==> src/design/rucfh_pkg.sv <==
// ----------------------------------------------------------------------------
// rucfh_pkg
// Shared widths, types and the triangle corner table of the cube face hit test.
// ----------------------------------------------------------------------------
package rucfh_pkg;

	localparam int CW            = 32;
	localparam int FRAC_BITS_DEF = 16;
	localparam int TVW           = 34;
	localparam int PW            = 34;
	localparam int QW            = 35;
	localparam int DETW          = 36;
	localparam int TNW           = 37;
	localparam int MOPW          = 36;
	localparam int MHW           = 18;
	localparam int ACCW          = 72;
	localparam int NFACE         = 12;
	localparam int FW            = 4;
	localparam int SIDEW         = 3;
	localparam int STEPW         = 4;
	localparam int IN_BYTES      = 36;
	localparam int OUT_BYTES     = 1;

	localparam logic [FW-1:0]    LAST_FACE = FW'(NFACE - 1);
	localparam logic [STEPW-1:0] STEP_U    = STEPW'(7);
	localparam logic [STEPW-1:0] STEP_V0   = STEPW'(6);
	localparam logic [STEPW-1:0] STEP_END  = STEPW'(13);
	localparam logic [STEPW-1:0] STEP_MULS = STEPW'(12);

	typedef enum logic [2:0] {
		ST_IDLE,
		ST_SETUP,
		ST_MUL,
		ST_FIX,
		ST_TEST,
		ST_DIV,
		ST_RANK,
		ST_DONE
	} state_t;

	typedef struct packed {
		logic en;
		logic clr;
		logic hi;
	} mac_ctl_t;

	typedef struct packed {
		logic [2:0][TVW-1:0] tv;
		logic [2:0][PW-1:0]  p;
		logic [2:0][QW-1:0]  q;
		logic signed [DETW-1:0] det;
		logic signed [TNW-1:0]  tnum;
	} geom_t;

	// corner codes {c0, c1, c2}: bit 2 x, bit 1 y, bit 0 z
	function automatic logic [8:0] tri_corners(input logic [FW-1:0] f);
		logic [8:0] r;
		case (f)
			4'd0:    r = {3'd7, 3'd3, 3'd1};
			4'd1:    r = {3'd1, 3'd5, 3'd7};
			4'd2:    r = {3'd7, 3'd5, 3'd4};
			4'd3:    r = {3'd4, 3'd6, 3'd7};
			4'd4:    r = {3'd7, 3'd6, 3'd2};
			4'd5:    r = {3'd2, 3'd3, 3'd7};
			4'd6:    r = {3'd3, 3'd2, 3'd0};
			4'd7:    r = {3'd0, 3'd1, 3'd3};
			4'd8:    r = {3'd0, 3'd4, 3'd5};
			4'd9:    r = {3'd5, 3'd1, 3'd0};
			4'd10:   r = {3'd4, 3'd0, 3'd2};
			4'd11:   r = {3'd2, 3'd6, 3'd4};
			default: r = '0;
		endcase
		return r;
	endfunction

endpackage

==> src/design/rucfh_mac.sv <==
// ----------------------------------------------------------------------------
// rucfh_mac
// Shared multiply-accumulate: one signed product in two half-width passes.
// ----------------------------------------------------------------------------
module rucfh_mac (
	input  logic                                  clk,
	input  logic                                  arst_n,
	input  rucfh_pkg::mac_ctl_t                   ctl,
	input  logic signed [rucfh_pkg::MOPW-1:0]     a,
	input  logic signed [rucfh_pkg::MOPW-1:0]     b,
	output logic signed [rucfh_pkg::ACCW-1:0]     acc
);

	localparam int MW  = rucfh_pkg::MOPW;
	localparam int HW  = rucfh_pkg::MHW;
	localparam int PRW = MW + HW + 1;

	logic signed [HW:0]      bpart;
	logic signed [PRW-1:0]   prod;
	logic signed [PRW-1:0]   prod_s1;
	rucfh_pkg::mac_ctl_t     ctl_s1;
	logic signed [rucfh_pkg::ACCW-1:0] acc_q;
	logic signed [rucfh_pkg::ACCW-1:0] addend;

	always_comb begin
		bpart = ctl.hi ? $signed({b[MW-1], b[MW-1:HW]}) : $signed({1'b0, b[HW-1:0]});
		prod  = PRW'(a) * PRW'(bpart);
		addend = ctl_s1.hi ? (rucfh_pkg::ACCW'(prod_s1) <<< HW) : rucfh_pkg::ACCW'(prod_s1);
	end

	always_ff @(posedge clk or negedge arst_n) begin
		if (!arst_n) begin
			ctl_s1 <= '0;
		end else begin
			ctl_s1 <= ctl;
		end
	end

	always_ff @(posedge clk) begin
		prod_s1 <= prod;
		if (ctl_s1.en) begin
			acc_q <= (ctl_s1.clr ? '0 : acc_q) + addend;
		end
	end

	assign acc = acc_q;

endmodule

==> config.mk <==
export PLATFORM = sky130hd
export DESIGN_NAME = rucfh_mac
export DESIGN_NICKNAME = d
export VERILOG_FILES = /design/src/design/rucfh_pkg.sv /design/src/design/rucfh_mac.sv
export SDC_FILE = /design/constraint.sdc
export NUM_CORES = 2
export LEC_CHECK = 0
export ABC_CLOCK_PERIOD_IN_PS = 5000
export BUFFER_PORTS_ARGS = -buffer_cell sky130_fd_sc_hd__clkbuf_2
export CAP_MARGIN = 10
export CORE_MARGIN = 10
export CORE_UTILIZATION = 46
export CTS_CLUSTER_DIAMETER = 200
export DETAILED_ROUTE_END_ITERATION = 10
export SLEW_MARGIN = 20
export SYNTH_ARGS = -nofsm -noshare
export SYNTH_HDL_FRONTEND = slang
export SYNTH_SLANG_ARGS = --single-unit
==> constraint.sdc <==
create_clock -name clk -period 5 [get_ports clk]
set_input_delay 0.75 -clock clk [delete_from_list [all_inputs] [get_ports clk]]
set_output_delay 0.75 -clock clk [all_outputs]
set_load 0.1 [all_outputs]
## After elaboration in Yosys (flattened, before gate mapping)

Index checks and enable logic that the tools add are counted.

- Word-level logic and storage cells: 10
- Memories kept: 0
- Output and inout port bits: 72
- ROM bits: 0
- Bits in latches: 0
- Bits in writable memories: 0
- Input port bits: 77
- Bits in registers: 130

- Bitwise logic cells: 0
- Add/sub/neg operators: 1
- Reductions and logical operators: 0
- Eq/ne operators: 0
- Div/mod/pow operators: 0
- Order comparisons: 0
- Multiply operators: 1
- Mux-type cells: 3
- Shifts and indexed selects: 0

Operators by type and width:

| operator | number |
|---|---|
| $mux 72 | 2 |
| $add 72x72->72 | 1 |
| $mul 36x19->55 | 1 |
| $mux 19 | 1 |

## Logic depth before layout (Yosys ltp)

- Depth in word-level cells: 2
- Gate-level depth with buffers: 28
- Mapped depth without buffers: 26

## Least setup slack after synthesis

OpenSTA, ideal clock, no wires.

- Path kind: input to register
- From: in ctl[0] (netlist bit)
- To: reg prod_s1[53]
- Buffers on the path: 2
- Stages: 26
- Required time: 4.881 ns
- Path slack: -2.639 ns
- Arrival time: 7.521 ns
- Cells stage by stage: clkbuf_1 mux2_2 clkbuf_1 and2_1 fa_1 fa_1 inv_1 fa_1 inv_1 fa_1 fa_1 fa_1 inv_1 fa_1 inv_1 ha_1 inv_1 nor4_1 a32oi_1 a2111oi_0 nand4bb_1 a311o_1 nand2_1 o31ai_1 a31oi_1 xnor2_1

- Longest elaborated chain between the ends: 2

Ends and longest elaborated chain:

| element | RTL line | RTL |
|---|---|---|
| from (decl) | rucfh_mac.sv:8 | `input rucfh_pkg::mac_ctl_t ctl,` |
| $mux 19 | rucfh_mac.sv:26 | `bpart = ctl.hi ? $signed({b[MW-1], b[MW-1:HW]}) : $signed({1'b0, b[HW-1:0]});` |
| $mul 36x19->55 | rucfh_mac.sv:27 | `prod = PRW'(a) * PRW'(bpart);` |
| net prod[53] | rucfh_mac.sv:19 | `logic signed [PRW-1:0] prod;` |
| to (signal assigned) | rucfh_mac.sv:40 | `prod_s1 <= prod;` |
| to (decl) | rucfh_mac.sv:20 | `logic signed [PRW-1:0] prod_s1;` |

The timed path passes the listed nets, and every way through them passes these cells.
A chain may end at the register's enable or synchronous reset.

## Final worst setup path

- From: in ctl[0] (netlist bit)
- To: reg prod_s1[51]

Same word-level chain as after synthesis.

==> qor.csv <==
metric;value;unit
CTS buffer count;17;
Post-synth EDFFs;72;
top_reg_cell synth;edfxtp_1;
XOR/XNOR Fraction of Synth Area;3.39;%
HP Class;in -> async;
crit path max-delay cell type;fa_2;
Core Area;69800;sq um
CTS root buffer;clkbuf_16;
Netlist cell types;70;
Iter 0 DRT Violations;1747;
die area;81100;sq um
outcome;finished, violations left;
placed inst area;37200;sq um
Worst path max stage delay;0.67;ns
initial antenna violation count;4;
Simple-Gate Fraction of Synth Area;17.4;%
Area growth syn-to-layout;26.3;%
grt total ovfl;0;
fin crit share;142;%
Antenna Nets Post-Route;0;
area leader, netlist;fa_1;
Final min period;7.09;ns
share of cells above drive strength 1;27.3;%
row cnt;97;
Hold Buf Count CTS;0;
most area-consuming cells after synthesis;fa_1 (41%), ha_1 (8.5%), inv_1 (7.4%);
CTS tree;done;
first-pass GRT wire length;164000;um
Seq/Total Area, Yosys;10.3;%
Crit Path Class;in -> reg;
routed vias/inst;5.29;
Die Span X;285;um
CP required;5.38;ns
f_max;0.141;GHz
count of input and output buffers;148;
area share of fa/ha/maj cells after synthesis;49.3;%
Worst setup EP type;flip-flop;
largest family of logic cells by synthesized area;adder cells;
synthesized area;32300;sq um
most numerous cell in the Yosys netlist;fa_1;
crit path max fanout;6;
failing checks;setup timing;
clk_lat worst skew;0.44;ns
warnings from Yosys;0;
Initial Util;46.2;%
dpl hpwl;83300;um
TNS Setup;-71.45;ns
syn_nets;4487;
post-synthesis compound-gate area fraction;8.16;%
total wire length;107000;um
Async SR Flop Fraction;2.31;%
Pre-antenna DRT Iters;5;
Syn Area/Cell;9.13;sq um
GPL Wtd Cong;0.934;
R2R Setup Slk;0.31;ns
CTS sink cnt;130;
largest net degree at the start of global routing;44;
finished layout cell area;40800;sq um
worst slew pin tran;0.704;ns
RSZ-0062 raised after global routing;true;
Fin Hold WS;0.0890;ns
final setup vio count;48;
Die H;285;um
Worst-path clk slew;0.06;ns
Synth top cells by count;fa_1 (659), inv_1 (635), nand2_1 (467);
DR WL/cell;21.5;um
number of top-level pins;149;
arrival time worst endpoint;7.47;ns
number of max-cap violations;0;
CP dominant cell by count;fa_1;
GRT Resource Usage Total;26.1;%
nets;4966;
Max Slew Vio Count;0;
synthesized flop and latch total;130;
final hold vios;0;
slew margin rel.;53.0;%
skew final;0.0103;ns
setup ws final;-2.09;ns
H-tree depth;4;
post-synthesis mux area share;1.88;%
Setup WS pre-CTS;-2.85;ns
vias;26300;
crit path launch type;primary input;
clock tree buffer depth;2;
vias in the first global route;28000;
Yosys top cell area share;40.9;%
remaining routing DRC violations;0;
Synth Instances;3533;
[routing by layer]
metal / vias up / track usage (%) / wire [um]
met5: - / 0 / 13
met3: 225 / 3.75 / 6040
met2: 893 / 44.7 / 51600
li1: 11900 / - / -
met1: 13300 / 32.1 / 43100
met4: 2 / 12.6 / 5840
[critical path: cells and delay by family]
kind	cells	cell delay, ns
buffers and inverters	5	0.62
AOI/OAI and AO/OA	8	1.80
and+or+nand+nor	2	0.20
adders and majority gates	8	3.62
xor gates and xnor gates	1	0.12
muxes	1	0.33
[layout make-up]
class	instances	area [sq um]
fillers	6089	29000
clock buffers	18	439
repair buffers	625	4980
well taps	940	1180
flip-flops and latches	130	3340
clock inverters	14	118
diodes	2	5.00
multi-input cells	2603	28300
inverters	635	2390
[what timing repair did]
action / CTS / global route
hold endpoints to repair: 0 / 0
endpoints found under the setup margin: 49 / 49
resized for setup: 247 / 191
setup buffers: 70 / 30
cloned: 21 / 0
pin swaps: 149 / 179
[stage by stage]
| step | utilization (%) | instances |
|---|---|---|
| finish | 58.4 | 4967 |
| global route | 58.4 | 4967 |
| CTS | 57.1 | 4961 |
| detailed placement | 53.3 | 4842 |
| global placement | 53.3 | 4842 |
| floorplan | - | 3533 |
[cell usage in the layout, fill, tap and decap left out, types with 55 or more instances in the layout]
master    count
fa_2         60
nor2_1       91
buf_4       387
buf_6        58
nand2_1     448
inv_1       598
and2_1      275
nor2b_1      97
clkbuf_2    147
edfxtp_1     72
ha_1        141
a21o_1       79
a21oi_1      97
fa_1        599
dfxtp_1      55
xnor2_1      64
ha_4         75
[path summary, 6_finish.rpt]
check,cells after the start,to,startpoint
min in group clk,1,ctl_s1[2],ctl[2]
min reg2reg,2,acc[0],acc[0]
min,1,ctl_s1[0],arst_n
max reg2reg,13,acc[69],ctl_s1[0]
max,25,prod_s1[51],ctl[0]
max in group asynchronous,1,ctl_s1[1],arst_n
[cell families after synthesis]
family / Yosys count
multiplexers: 54
adder cells (fa/ha/maj): 877
flip-flops: 130
AND/OR/NAND/NOR: 1126
AO/OA/AOI/OAI: 405
XOR/XNOR: 125
buffers and inverters: 816
[sequential cells by signal, summed over array words and instances, names as in the netlist]
register  flops
acc          72
ctl_s1        3
prod_s1      55
Power is left out: the tool's default activity adds up to more than one toggle a clock period on the data nets, which glitch-free logic cannot reach.
