[config.mk]
export PLATFORM = sky130hd
export DESIGN_NAME = rucfh_div
export DESIGN_NICKNAME = d
export VERILOG_FILES = /design/src/design/rucfh_pkg.sv /design/src/design/rucfh_div.sv
export SDC_FILE = /design/constraint.sdc
export NUM_CORES = 1
export LEC_CHECK = 0
export BUFFER_PORTS_ARGS = -buffer_cell sky130_fd_sc_hd__buf_2
export CAP_MARGIN = 20
export CORE_ASPECT_RATIO = 1.5
export CORE_MARGIN = 1
export CORE_UTILIZATION = 55
export CTS_CLUSTER_SIZE = 16
export DETAILED_ROUTE_END_ITERATION = 10
export PLACE_DENSITY_LB_ADDON = 0.25
export RECOVER_POWER = 100
export SYNTH_ARGS = -nofsm -noshare
export SYNTH_HDL_FRONTEND = slang
export SYNTH_SLANG_ARGS = --single-unit
[constraint.sdc]
create_clock -name clk -period 7.8 [get_ports clk]
set_input_delay 1.56 -clock clk [delete_from_list [all_inputs] [get_ports clk]]
set_output_delay 1.56 -clock clk [all_outputs]
set_load 0.005 [all_outputs]
[src/design/rucfh_pkg.sv]
// ----------------------------------------------------------------------------
// rucfh_pkg
// Shared widths, types and the triangle corner table of the cube face hit test.
// ----------------------------------------------------------------------------
package rucfh_pkg;

	localparam int CW            = 32;
	localparam int FRAC_BITS_DEF = 16;
	localparam int TVW           = 34;
	localparam int PW            = 34;
	localparam int QW            = 35;
	localparam int DETW          = 36;
	localparam int TNW           = 37;
	localparam int MOPW          = 36;
	localparam int MHW           = 18;
	localparam int ACCW          = 72;
	localparam int NFACE         = 12;
	localparam int FW            = 4;
	localparam int SIDEW         = 3;
	localparam int STEPW         = 4;
	localparam int IN_BYTES      = 36;
	localparam int OUT_BYTES     = 1;

	localparam logic [FW-1:0]    LAST_FACE = FW'(NFACE - 1);
	localparam logic [STEPW-1:0] STEP_U    = STEPW'(7);
	localparam logic [STEPW-1:0] STEP_V0   = STEPW'(6);
	localparam logic [STEPW-1:0] STEP_END  = STEPW'(13);
	localparam logic [STEPW-1:0] STEP_MULS = STEPW'(12);

	typedef enum logic [2:0] {
		ST_IDLE,
		ST_SETUP,
		ST_MUL,
		ST_FIX,
		ST_TEST,
		ST_DIV,
		ST_RANK,
		ST_DONE
	} state_t;

	typedef struct packed {
		logic en;
		logic clr;
		logic hi;
	} mac_ctl_t;

	typedef struct packed {
		logic [2:0][TVW-1:0] tv;
		logic [2:0][PW-1:0]  p;
		logic [2:0][QW-1:0]  q;
		logic signed [DETW-1:0] det;
		logic signed [TNW-1:0]  tnum;
	} geom_t;

	// corner codes {c0, c1, c2}: bit 2 x, bit 1 y, bit 0 z
	function automatic logic [8:0] tri_corners(input logic [FW-1:0] f);
		logic [8:0] r;
		case (f)
			4'd0:    r = {3'd7, 3'd3, 3'd1};
			4'd1:    r = {3'd1, 3'd5, 3'd7};
			4'd2:    r = {3'd7, 3'd5, 3'd4};
			4'd3:    r = {3'd4, 3'd6, 3'd7};
			4'd4:    r = {3'd7, 3'd6, 3'd2};
			4'd5:    r = {3'd2, 3'd3, 3'd7};
			4'd6:    r = {3'd3, 3'd2, 3'd0};
			4'd7:    r = {3'd0, 3'd1, 3'd3};
			4'd8:    r = {3'd0, 3'd4, 3'd5};
			4'd9:    r = {3'd5, 3'd1, 3'd0};
			4'd10:   r = {3'd4, 3'd0, 3'd2};
			4'd11:   r = {3'd2, 3'd6, 3'd4};
			default: r = '0;
		endcase
		return r;
	endfunction

endpackage

[src/design/rucfh_div.sv]
// ----------------------------------------------------------------------------
// rucfh_div
// Radix-2 restoring divider, one quotient bit per cycle.
// ----------------------------------------------------------------------------
module rucfh_div #(
	parameter int NW = rucfh_pkg::TNW - 1 + rucfh_pkg::FRAC_BITS_DEF
) (
	input  logic                          clk,
	input  logic                          arst_n,
	input  logic                          start,
	input  logic [NW-1:0]                 num,
	input  logic [rucfh_pkg::DETW-1:0]    den,
	output logic                          busy,
	output logic [NW-1:0]                 quo
);

	localparam int DW   = rucfh_pkg::DETW;
	localparam int CNTW = $clog2(NW + 1);

	logic            busy_q;
	logic [CNTW-1:0] cnt_q;
	logic [DW-1:0]   rem_q;
	logic [DW-1:0]   den_q;
	logic [NW-1:0]   nq_q;
	logic [DW:0]     rem_sh;
	logic [DW:0]     diff;
	logic            ge;

	always_comb begin
		rem_sh = {rem_q, nq_q[NW-1]};
		diff   = rem_sh - {1'b0, den_q};
		ge     = !diff[DW];
	end

	always_ff @(posedge clk or negedge arst_n) begin
		if (!arst_n) begin
			busy_q <= 1'b0;
			cnt_q  <= '0;
		end else if (start) begin
			busy_q <= 1'b1;
			cnt_q  <= CNTW'(NW);
		end else if (busy_q) begin
			busy_q <= (cnt_q != CNTW'(1));
			cnt_q  <= cnt_q - CNTW'(1);
		end
	end

	always_ff @(posedge clk) begin
		if (start) begin
			rem_q <= '0;
			den_q <= den;
			nq_q  <= num;
		end else if (busy_q) begin
			rem_q <= ge ? diff[DW-1:0] : rem_sh[DW-1:0];
			nq_q  <= {nq_q[NW-2:0], ge};
		end
	end

	assign busy = busy_q;
	assign quo  = nq_q;

endmodule

# Word level (Yosys, flattened, before mapping)
# Cells that the tools add are included.
# totals
input_bits,91
ff_bits,131
out_inout_bits,53
# classes
muxes,7
add_sub_neg,2
eq_ne,1
reduce_logical,2
# ops
op,count
52-bit two-way mux,2
37-bit by 36-bit subtractor with 37-bit output,1
36-bit two-way mux,1
6-bit two-way mux,2
"6-bit by 1-bit inequality test with 1-bit output, second input constant",1
"6-bit by 1-bit subtractor with 6-bit output, second input constant",1
1-bit two-way mux,2
2-bit nonzero test,1
1-bit zero test,1

# Logic depth before layout (Yosys ltp)
# depth
word_depth,4
depth_mapped,13

# Least setup slack after synthesis
# OpenSTA, ideal clock, no wires.
# synth_path
path_kind,input port to flip-flop
from,in start
to,reg nq_q[0] (netlist: quo[0]) (enable)
arrival_time_ps,3010
setup_ps,406
path_stages,3
required_ps,7394
path_slack_ps,4384
cell_sequence,clkbuf_1 -> nor2_1 -> inv_1
# synth_via
elab_chain_cells,1
# synth_lines
element,line,text
start: declaration,rucfh_div.sv:10,"input logic start,"
2-bit nonzero test (no source line),n/a,
end signal: assignment,rucfh_div.sv:52,nq_q <= num;
end signal: assignment,rucfh_div.sv:55,"nq_q <= {nq_q[NW-2:0], ge};"
end: declaration,rucfh_div.sv:24,logic [NW-1:0] nq_q;
# Every way passes these cells.
# A chain may end at the register's enable or synchronous reset.

# Final worst setup path
# layout_path
from,in start
to,"reg nq_q[11] (netlist: quo[11]), data pin"
# layout_via
elab_chain_cells,1
# layout_lines
element,line,text
52-bit two-way mux,rucfh_div.sv:49,if (start) begin
# Every way passes these cells.

==> results.cfg <==
[synth]
synth_area_leaders = edfxtp_1 (35%), dfxtp_1 (9.7%), mux2_2 (7.8%), ha_1 (6.4%), nand2_1 (4.2%)
yosysUniqueCellTypes = 62
netlist_area_um2 = 7466
syn_avg_cell_area_um2 = 10.47
synth_nets = 843
synth.most_common_cell = edfxtp_1
yosysTopAreaCell = edfxtp_1
ys.flop_type = edfxtp_1
ys.warnings.count = 0
synthArstFlopShare_pct = 5.344
synth_seq_cells = 131
synth_top_area_share_pct = 35.39
synth_common_cells = edfxtp_1 (88), nand2_1 (84), nor2_1 (59)
synth_edf_count = 88
synthCells = 713
synth-seq-area-share_pct = 47.39

[critical_path]
critical_path_arrival_ns = 5.37
reg2regPathDepth = 12
start_kind = input port
cp_max_fo = 46
r2r_end = rem_q[24]
criticalPathCategory = in -> reg
worstSetupEndpointType = flop
reg2reg_from = quo[51]
required_ns = 7.97
r2r_setup_slack_ns = 2.75

[clock_tree]
clk_latency_ns = 0.42
clock-sinks = 131
cts_tree = built
root_buffer = clkbuf_16
cts_buffers = 17
cts_hold_buf = 0
cts_resized = 0
cts.clk_slew.worst_paths_ns = 0.07
cts.path.max_buffers = 2
cts_setup_buffers = 0
h-tree-depth = 4

[power]
power.density_nw_per_um2 = 335.1
clockPowerShare_pct = 26.9
p_int_uw = 1792
comb_power_share_pct = 39.5
swShare_pct = 38.58
peakVddDrop_v = 0.0001756
power_switching_uw = 1125
seq_power_share_pct = 33.6
cellLeakagePower_uw = 0.003630

[finish]
drive_above_1_share_pct = 24.27
final_nets = 974
final_area_um2 = 8705
areaGrowthSynthToFinish_pct = 16.59
fillers = 1038
num_antenna_cells = 0

[global_route]
gr-total-overflow = 0
grt_pass1_wl_um = 27190
track_usage_pct = 24.24
antenna_found_initial = 0
grt_max_degree = 71
grt_pass1_vias = 6068

[placement]
place_area_um2 = 8267
gp_congestion = 0.9192
post-dp-hpwl_um = 12140
portBuffers = 143

[sta]
setup_violations = 0
slew_headroom_pct = -104.3
timing.fmax_ghz = 0.1922
setup-tns-final_ns = 0
finalCriticalPeriod_ns = 5.203
rsz0062_at_grt = false
min_period_over_period_pct = 66.70
finalHoldViolations = 0
fin_worst_skew_ns = 0.01645
drv_slew = 236
worstMarginPinSlew_ns = 3.065

[floorplanning]
die-area_um2 = 14050
rows = 51
coreArea_um2 = 13080
start_util_pct = 57.07
die_w_um = 97.13
io_pins = 144
die_h_um = 144.7

[route]
vias = 5920
drtIter0Drc = 300
firstDrtPassIters = 5
drt-total-wl_um = 16970
vias_per_cell = 5.827
wl_per_cell_um = 16.70
drc_errors = 0
postRouteAntennaNets = 0

[run_status]
violations = capacitance limit, slew limit
status = complete, but fails checks

[worst_hold_path]
worst_hold_startpoint = rem_q[16]
holdPathEnd = rem_q[17]
hold_class = reg -> reg
hold_path_depth = 2

[flow_run]
drv_cap = 5
-- metal layers --
layer,part of all wire [%],wire [um],track usage [%],vias to the layer above
li1,-,-,-,2854
met1,39,6577,25.81,2820
met2,54,9080,44.89,194
met3,4.5,768,5.379,52
met4,3.2,541,12.57,0
met5,0,0,0,-
-- cells in the final DEF (no fill, tap or decap), types with 7 or more instances in the layout --
master     instances
nand2_1           84
clkbuf_1          38
a21oi_1           41
ha_1              38
buf_2            108
a21o_1            10
clkbuf_16         17
nand2b_1          12
inv_1             48
o211ai_1           7
o21ai_0           31
xor2_1            10
dfxtp_1           36
mux2_2            51
nand4_1            8
nor3_1            15
xnor2_1           23
nor2_1            59
a311oi_2           7
a311oi_1          16
edfxtp_1          88
-- power by group through the flow --
stage	logic [uW]	clock network (uW)	registers (uW)
after floorplan	928	0	961
after global routing	1280	825	998
after CTS	1180	795	979
after global placement	1130	0	985
after detailed placement	1160	0	990
final	1150	785	979
-- layout make-up --
cell class / count / area [um^2] / area share (%)
Sequential cell: 131 / 3540 / 40.66
Multi-Input combinational cell: 498 / 3501 / 40.22
Timing Repair Buffer: 147 / 690.7 / 7.934
Clock buffer: 17 / 425.4 / 4.887
Tap cell: 159 / 198.9 / 2.285
Inverter: 49 / 183.9 / 2.113
Clock inverter: 15 / 165.2 / 1.897
-- metrics by stage --
step | total power [uW] | utilization (%) | worst slack (ns) | hold WS [ns] | cells
after floorplan | 1889 | - | 4.384 | 0.4453 | 713
after global placement | 2118 | 63.19 | 4.208 | 0.4650 | 984
after detailed placement | 2155 | 63.19 | 4.136 | 0.4806 | 984
after CTS | 2954 | 67.71 | 4.069 | 0.4902 | 1016
after global routing | 3099 | 66.54 | 2.237 | 0.5187 | 1016
final | 2917 | 66.54 | 2.597 | 0.4855 | 1016
-- worst max path at each step --
| stage | startpoint | to | slack, ns | cells past startpoint |
|---|---|---|---|---|
| 4_1_cts | quo[51] | rem_q[12] | 4.07 | 13 |
| 3_5_place_dp | start | quo[13] | 4.14 | 3 |
| 5_1_grt | quo[51] | rem_q[8] | 2.24 | 12 |
| 2_1_floorplan | start | quo[0] | 4.38 | 3 |
| 3_3_place_gp | start | quo[10] | 4.21 | 3 |
| 6_report | start | quo[11] | 2.60 | 3 |
-- worst max-delay path: stages --
cell	delay, ns
clkbuf_1	1.44
clkbuf_1	1.83
mux2_2	0.46
-- cells by family (layout without fill, tap and decap cells) --
kind of cell,after synthesis,in the layout,synth area share (%)
XOR/XNOR,34,34,4.341
flip-flops,131,131,47.39
multiplexers,58,58,8.648
AND/OR/NAND/NOR,212,212,13.09
AO/OA/AOI/OAI,155,155,15.45
adder cells (fa/ha/maj),39,39,6.637
buffers and inverters,84,228,4.441
-- flip-flops by register name, summed over array words and instances (netlist names) --
name,flops
busy,1
cnt_q,6
den_q,36
quo,52
rem_q,36
(Power assumes the default switching activity.)
