$ cat src/design/rucfh_pkg.sv
// ----------------------------------------------------------------------------
// rucfh_pkg
// Shared widths, types and the triangle corner table of the cube face hit test.
// ----------------------------------------------------------------------------
package rucfh_pkg;

	localparam int CW            = 32;
	localparam int FRAC_BITS_DEF = 16;
	localparam int TVW           = 34;
	localparam int PW            = 34;
	localparam int QW            = 35;
	localparam int DETW          = 36;
	localparam int TNW           = 37;
	localparam int MOPW          = 36;
	localparam int MHW           = 18;
	localparam int ACCW          = 72;
	localparam int NFACE         = 12;
	localparam int FW            = 4;
	localparam int SIDEW         = 3;
	localparam int STEPW         = 4;
	localparam int IN_BYTES      = 36;
	localparam int OUT_BYTES     = 1;

	localparam logic [FW-1:0]    LAST_FACE = FW'(NFACE - 1);
	localparam logic [STEPW-1:0] STEP_U    = STEPW'(7);
	localparam logic [STEPW-1:0] STEP_V0   = STEPW'(6);
	localparam logic [STEPW-1:0] STEP_END  = STEPW'(13);
	localparam logic [STEPW-1:0] STEP_MULS = STEPW'(12);

	typedef enum logic [2:0] {
		ST_IDLE,
		ST_SETUP,
		ST_MUL,
		ST_FIX,
		ST_TEST,
		ST_DIV,
		ST_RANK,
		ST_DONE
	} state_t;

	typedef struct packed {
		logic en;
		logic clr;
		logic hi;
	} mac_ctl_t;

	typedef struct packed {
		logic [2:0][TVW-1:0] tv;
		logic [2:0][PW-1:0]  p;
		logic [2:0][QW-1:0]  q;
		logic signed [DETW-1:0] det;
		logic signed [TNW-1:0]  tnum;
	} geom_t;

	// corner codes {c0, c1, c2}: bit 2 x, bit 1 y, bit 0 z
	function automatic logic [8:0] tri_corners(input logic [FW-1:0] f);
		logic [8:0] r;
		case (f)
			4'd0:    r = {3'd7, 3'd3, 3'd1};
			4'd1:    r = {3'd1, 3'd5, 3'd7};
			4'd2:    r = {3'd7, 3'd5, 3'd4};
			4'd3:    r = {3'd4, 3'd6, 3'd7};
			4'd4:    r = {3'd7, 3'd6, 3'd2};
			4'd5:    r = {3'd2, 3'd3, 3'd7};
			4'd6:    r = {3'd3, 3'd2, 3'd0};
			4'd7:    r = {3'd0, 3'd1, 3'd3};
			4'd8:    r = {3'd0, 3'd4, 3'd5};
			4'd9:    r = {3'd5, 3'd1, 3'd0};
			4'd10:   r = {3'd4, 3'd0, 3'd2};
			4'd11:   r = {3'd2, 3'd6, 3'd4};
			default: r = '0;
		endcase
		return r;
	endfunction

endpackage

$ cat src/design/rucfh_geom.sv
// ----------------------------------------------------------------------------
// rucfh_geom
// Edge vectors, p = d x e2, q = tv x e1, det and t numerator of one triangle.
// ----------------------------------------------------------------------------
module rucfh_geom #(
	parameter int FRAC_BITS = rucfh_pkg::FRAC_BITS_DEF
) (
	input  logic [rucfh_pkg::FW-1:0]         face,
	input  logic [2:0][rucfh_pkg::CW-1:0]    pos,
	input  logic [2:0][rucfh_pkg::CW-1:0]    org,
	input  logic [2:0][rucfh_pkg::CW-1:0]    dir,
	output rucfh_pkg::geom_t                 g
);

	localparam int MW = rucfh_pkg::MOPW;
	localparam logic signed [rucfh_pkg::TVW-1:0] UNIT =
		rucfh_pkg::TVW'(64'sd1 <<< FRAC_BITS);

	function automatic logic signed [MW-1:0] sc(input logic signed [MW-1:0] x,
		input logic signed [1:0] e);
		logic signed [MW-1:0] r;
		if (e == 2'sb01) begin
			r = x;
		end else if (e == 2'sb11) begin
			r = -x;
		end else begin
			r = '0;
		end
		return r;
	endfunction

	logic [8:0] cc;
	logic [2:0] c0, c1, c2;
	logic signed [1:0] e1 [3];
	logic signed [1:0] e2 [3];
	logic signed [rucfh_pkg::TVW-1:0] tv [3];
	logic signed [MW-1:0] dx [3];
	logic signed [MW-1:0] tx [3];
	logic signed [MW-1:0] px [3];
	logic signed [MW-1:0] qx [3];

	always_comb begin
		cc = rucfh_pkg::tri_corners(face);
		c0 = cc[8:6];
		c1 = cc[5:3];
		c2 = cc[2:0];
		for (int k = 0; k < 3; k++) begin
			e1[k] = $signed({1'b0, c2[2-k]}) - $signed({1'b0, c0[2-k]});
			e2[k] = $signed({1'b0, c1[2-k]}) - $signed({1'b0, c0[2-k]});
			tv[k] = rucfh_pkg::TVW'($signed(org[k])) - rucfh_pkg::TVW'($signed(pos[k]))
				- (c0[2-k] ? UNIT : '0);
			dx[k] = MW'($signed(dir[k]));
			tx[k] = MW'(tv[k]);
		end
		px[0] = sc(dx[1], e2[2]) - sc(dx[2], e2[1]);
		px[1] = sc(dx[2], e2[0]) - sc(dx[0], e2[2]);
		px[2] = sc(dx[0], e2[1]) - sc(dx[1], e2[0]);
		qx[0] = sc(tx[1], e1[2]) - sc(tx[2], e1[1]);
		qx[1] = sc(tx[2], e1[0]) - sc(tx[0], e1[2]);
		qx[2] = sc(tx[0], e1[1]) - sc(tx[1], e1[0]);
		for (int k = 0; k < 3; k++) begin
			g.tv[k] = tv[k];
			g.p[k]  = px[k][rucfh_pkg::PW-1:0];
			g.q[k]  = qx[k][rucfh_pkg::QW-1:0];
		end
		g.det = rucfh_pkg::DETW'(sc(px[0], e1[0]) + sc(px[1], e1[1]) + sc(px[2], e1[2]));
		g.tnum = rucfh_pkg::TNW'(sc(qx[0], e2[0])) + rucfh_pkg::TNW'(sc(qx[1], e2[1]))
			+ rucfh_pkg::TNW'(sc(qx[2], e2[2]));
	end

endmodule

$ cat config.mk
export PLATFORM = sky130hd
export DESIGN_NAME = rucfh_geom
export DESIGN_NICKNAME = d
export VERILOG_FILES = /design/src/design/rucfh_pkg.sv /design/src/design/rucfh_geom.sv
export SDC_FILE = /design/constraint.sdc
export NUM_CORES = 2
export LEC_CHECK = 0
export ABC_AREA = 1
export BUFFER_PORTS_ARGS = -buffer_cell sky130_fd_sc_hd__buf_2
export CORE_ASPECT_RATIO = 0.6
export CORE_MARGIN = 5
export CORE_UTILIZATION = 31
export DETAILED_ROUTE_END_ITERATION = 7
export SLEW_MARGIN = 5
export SYNTH_ARGS = -nofsm -noshare
export SYNTH_HDL_FRONTEND = slang
export SYNTH_SLANG_ARGS = --single-unit
export TNS_END_PERCENT = 20
$ cat constraint.sdc
create_clock -name vclk -period 8.6
set_input_delay 0.86 -clock vclk [all_inputs]
set_output_delay 0.86 -clock vclk [all_outputs]
set_load 0.05 [all_outputs]
## Word-level counts from Yosys, hierarchy flattened

Memories as Yosys holds them, arrays and structs flattened.
Cells that the tools add are included.

| word-level totals | value |
|---|---|
| bits in read-only memories | 144 |
| memories kept | 1 |
| register bits | 0 |
| output and inout bits | 382 |
| word-level logic and storage cells | 86 |

Memory list:

| name | words | width | rd ports | clocked after memory_dff | wr ports | RTL line | source |
|---|---|---|---|---|---|---|---|
| (no name shown) | 16 | 9 | 1 | 0 | 0 | rucfh_pkg.sv:58 | `case (f)` |

| cells by class | value |
|---|---|
| multiplexer cells | 39 |
| equal/unequal tests | 12 |
| add/sub/neg operators | 34 |

Operators with widths:

| kind | number |
|---|---|
| 36-bit 2-to-1 mux | 36 |
| 36-bit negator | 6 |
| 36-bit subtractor | 6 |
| 32-bit negator with 36-bit output | 3 |
| 34-bit negator with 36-bit output | 3 |
| 33-bit by 18-bit subtractor with 34-bit output | 3 |
| 32-bit by 32-bit subtractor with 33-bit output | 3 |
| 36-bit adder | 2 |
| 17-bit 2-to-1 mux | 3 |
| 36-bit by 36-bit adder with 37-bit output | 1 |
| 37-bit by 36-bit adder with 37-bit output | 1 |
| 2-bit by 1-bit equality test with 1-bit output, second input constant | 6 |
| 2-bit equality test, second input constant | 6 |
| 1-bit by 1-bit subtractor with 2-bit output | 6 |

## Logic depth before layout (Yosys ltp)

An unclocked memory read counts as a cell.

| logic depth | value |
|---|---|
| word-level depth | 12 |
| gate-level depth with buffers | 61 |
| depth with buffers taken out | 61 |

## Least setup slack after synthesis

OpenSTA, ideal clock, no wires.

| path | value |
|---|---|
| path kind | input to output |
| start | input face[0] in the netlist's numbering |
| end | output g[35] in the netlist's numbering |
| data arrival time | 9.648 ns |
| stages | 51 |
| path slack | -1.908 ns |
| path through | inv_1 > ha_1 > inv_1 > nor2_1 > o21ai_1 > inv_1 > fa_1 > inv_1 > ha_1 > nand2_1 > inv_1 > nand2_1 > nand2_1 > a21oi_1 > nand2_1 > nand2_1 > nand2_1 > nor2_1 > [15 not listed] > xnor2_1 > inv_1 > nand2_1 > nor2_1 > nor2_1 > xor2_1 > nand2_1 > fa_1 > inv_1 > ha_1 > nand2_1 > nor2_1 > inv_1 > o221ai_1 > a21oi_1 > and2_1 > o21ai_0 > xor2_1 |

RTL lines:

| element | RTL line | source |
|---|---|---|
| start, declared | rucfh_geom.sv:8 | `input logic [rucfh_pkg::FW-1:0] face,` |
| end, declared | rucfh_geom.sv:12 | `output rucfh_pkg::geom_t g` |

==> out/results.ini <==
[status]
run_status = finished, violations left
violations = DRC, setup timing

[place]
dp_hpwl_um = 297000
gp_congestion = 1.15
place_ws_ns = -2.60
dpl_cell_area_mm2 = 0.0794
dp_cells = 14900
io_buffers = 674

[power]
p_total_uw = 34300
p_leak_uw = 0.0485
p_per_area_mw_per_mm2 = 401
pwr-share-seq_pct = 0
internal-power_uw = 13800
p_comb_share_pct = 100.0
vdd.ir_drop.worst_v = 0.00107
switching_share_pct = 59.8
net-switching-power_uw = 20500
clkPwrFrac_pct = 0

[logic_synthesis]
synthXorXnorAreaFrac_pct = 6.60
synthDistinctLibCells = 75
synthCells = 9304
synthTopCellsByArea = nand2_1 (21%), inv_1 (17%), ha_1 (13%)
postSynthAreaPerCell_um2 = 5.10
ys_seq_area_share_pct = 0
synthSimpleGateAreaFrac_pct = 43.3
synth_top_family_by_area = simple AND/OR/NAND/NOR gates
synth-adder-area-share_pct = 16.4
yosys.area.top_type = nand2_1
synth_top_area_share_pct = 21.1
syn_nets = 10200
synth_compound_area_share_pct = 15.2
muxShareOfSynthArea_pct = 0
ys_warn_count = 0
synthesis.area_mm2 = 0.0475

[sta]
relSlewSlack_pct = 43.0
finalWorstSetupSlack_ns = -1.51
finalCriticalPeriod_ns = 10.11
final-max-slew-violation-count = 0
max_clock_freq_mhz = 98.9
min_period_over_period_pct = 118
final_hold_viol_count = 0
rsz0062_at_grt = yes
tightest_slew_ns = 0.849
setup_viol = 51

[final_layout]
areaGrowthSynthToFinish_pct = 80.2
drive_above_1_share_pct = 40.0
regArea_um2 = 0
layout_common_cells = buf_4 (3123), nand2_1 (2455), inv_1 (2045), nor2_1 (670), buf_2 (589)
clkbuf_count = 0
stdcell_area_mm2 = 0.0856
mostFrequentLayoutCell = buf_4
multi_input_area_mm2 = 0.0450
utilization_pct = 56.1
fillers = 15500
nets = 13900
nFlopsAndLatches = 0
instances_no_fill = 15100

[floorplan]
dieArea_mm2 = 0.161
fp.dieH_um = 313
rows = 111
start_util_pct = 31.1
core_area_mm2 = 0.152
io-pin-count = 674
die_w_um = 515

[detailed_routing]
routed_wl_um = 334000
vias_per_cell = 5.12
drt-initial-drc-count = 10200
wire_per_inst_um = 22.1
remaining_drc_errors = 1
via_count = 77300
firstDrtPassIters = 8
ant_nets = 0

[grt]
grt_pass1_vias = 69500
grt_overflow = 0
antenna_found_initial = 15
grt_pass1_wl_um = 468000
grt_max_degree = 43
grt_usage_pct = 38.8

[setup_path]
slowest_delay_ns = 0.50
critPathSlowestCell = fa_1
start_kind = primary input
crit_path_end_kind = output pin
criticalPathCategory = primary input to output pin
crit_top_cell = inv_2
worstPathArrival_ns = 9.25
cp.required_ns = 7.74
critPathMaxFanout = 6

[hold_path]
hold_class = primary input to output pin

[run]
maxCapViolations = 0

[clock_tree]
cts_hold_buf = 0

metrics by stage:
stage / setup TNS, ns / hold slack (ns)
after floorplan: -9.35 / 1.91
after global placement: -64.06 / 2.45
after detailed placement: -66.46 / 2.44
after CTS: -27.02 / 2.44
after global routing: -53.98 / 2.47
final: -36.79 / 2.44
power groups by stage:
stage	Clock, µW	Combinational (µW)	Sequential, µW
6_report	0.000102	34300	0
5_1_grt	0.0000869	35900	0
4_1_cts	0	32300	0
3_5_place_dp	0	31100	0
3_3_place_gp	0	31000	0
2_1_floorplan	0	14800	0
cell usage after synthesis (all sizes together) (19+ instances only):
library cell     n
a21oi          400
a21o            19
a31oi           24
xnor2           59
o22ai          301
clkbuf         108
fa              85
nand3b          59
inv           2199
o21bai          31
xor2           284
nor2           936
nor3           133
or2             23
nand2         2716
nand3          645
ha             486
nand4          188
nor4            53
buf             25
o21ai          392
path summary, 6_finish.rpt:
kind | startpoint | end | slack, ns | cells past startpoint
worst max-delay path | face[0] | g[34] | -1.51 | 54
worst min-delay path | org[65] | g[348] | 2.44 | 5
cells by family after synthesis:
group	after synthesis
AO/OA/AOI/OAI	1267
XOR/XNOR	343
adder cells (fa/ha/maj)	571
buffers and inverters	2337
AND/OR/NAND/NOR	4786
routing by layer:
| layer | share of wire [%] | vias up | GRT usage (%) | wire (µm) |
|---|---|---|---|---|
| met5 | 0.029 | - | 0 | 98 |
| met4 | 2.5 | 12 | 7.26 | 8220 |
| met3 | 17 | 332 | 19.1 | 55200 |
| met2 | 34 | 4101 | 46.6 | 113000 |
| met1 | 47 | 36000 | 59.6 | 158000 |
| li1 | - | 36900 | - | - |
final cells by class:
class / instances / share of cell area (%)
antenna: 6 / 0.0175
timing repair buffer: 3903 / 34.7
inverter: 2204 / 9.73
multi-input combinational: 6967 / 52.6
tap: 2034 / 2.97
worst max-delay path, delay by kind of cell:
| family | cells | cell delay (ns) |
|---|---|---|
| adders and majority gates | 6 | 1.99 |
| AOI/OAI and AO/OA | 12 | 2.12 |
| xor gates and xnor gates | 3 | 0.60 |
| and+or+nand+nor | 14 | 1.58 |
| buffers and inverters | 19 | 2.02 |
what timing repair did:
| item | CTS | global route |
|---|---|---|
| setup buffers | 97 | 72 |
| endpoints found under the setup margin | 54 | 58 |
| pin swaps | 217 | 191 |
| cloned | 0 | 0 |
| resized for setup | 652 | 584 |
No activity file was read; power rests on OpenSTA's default activity.
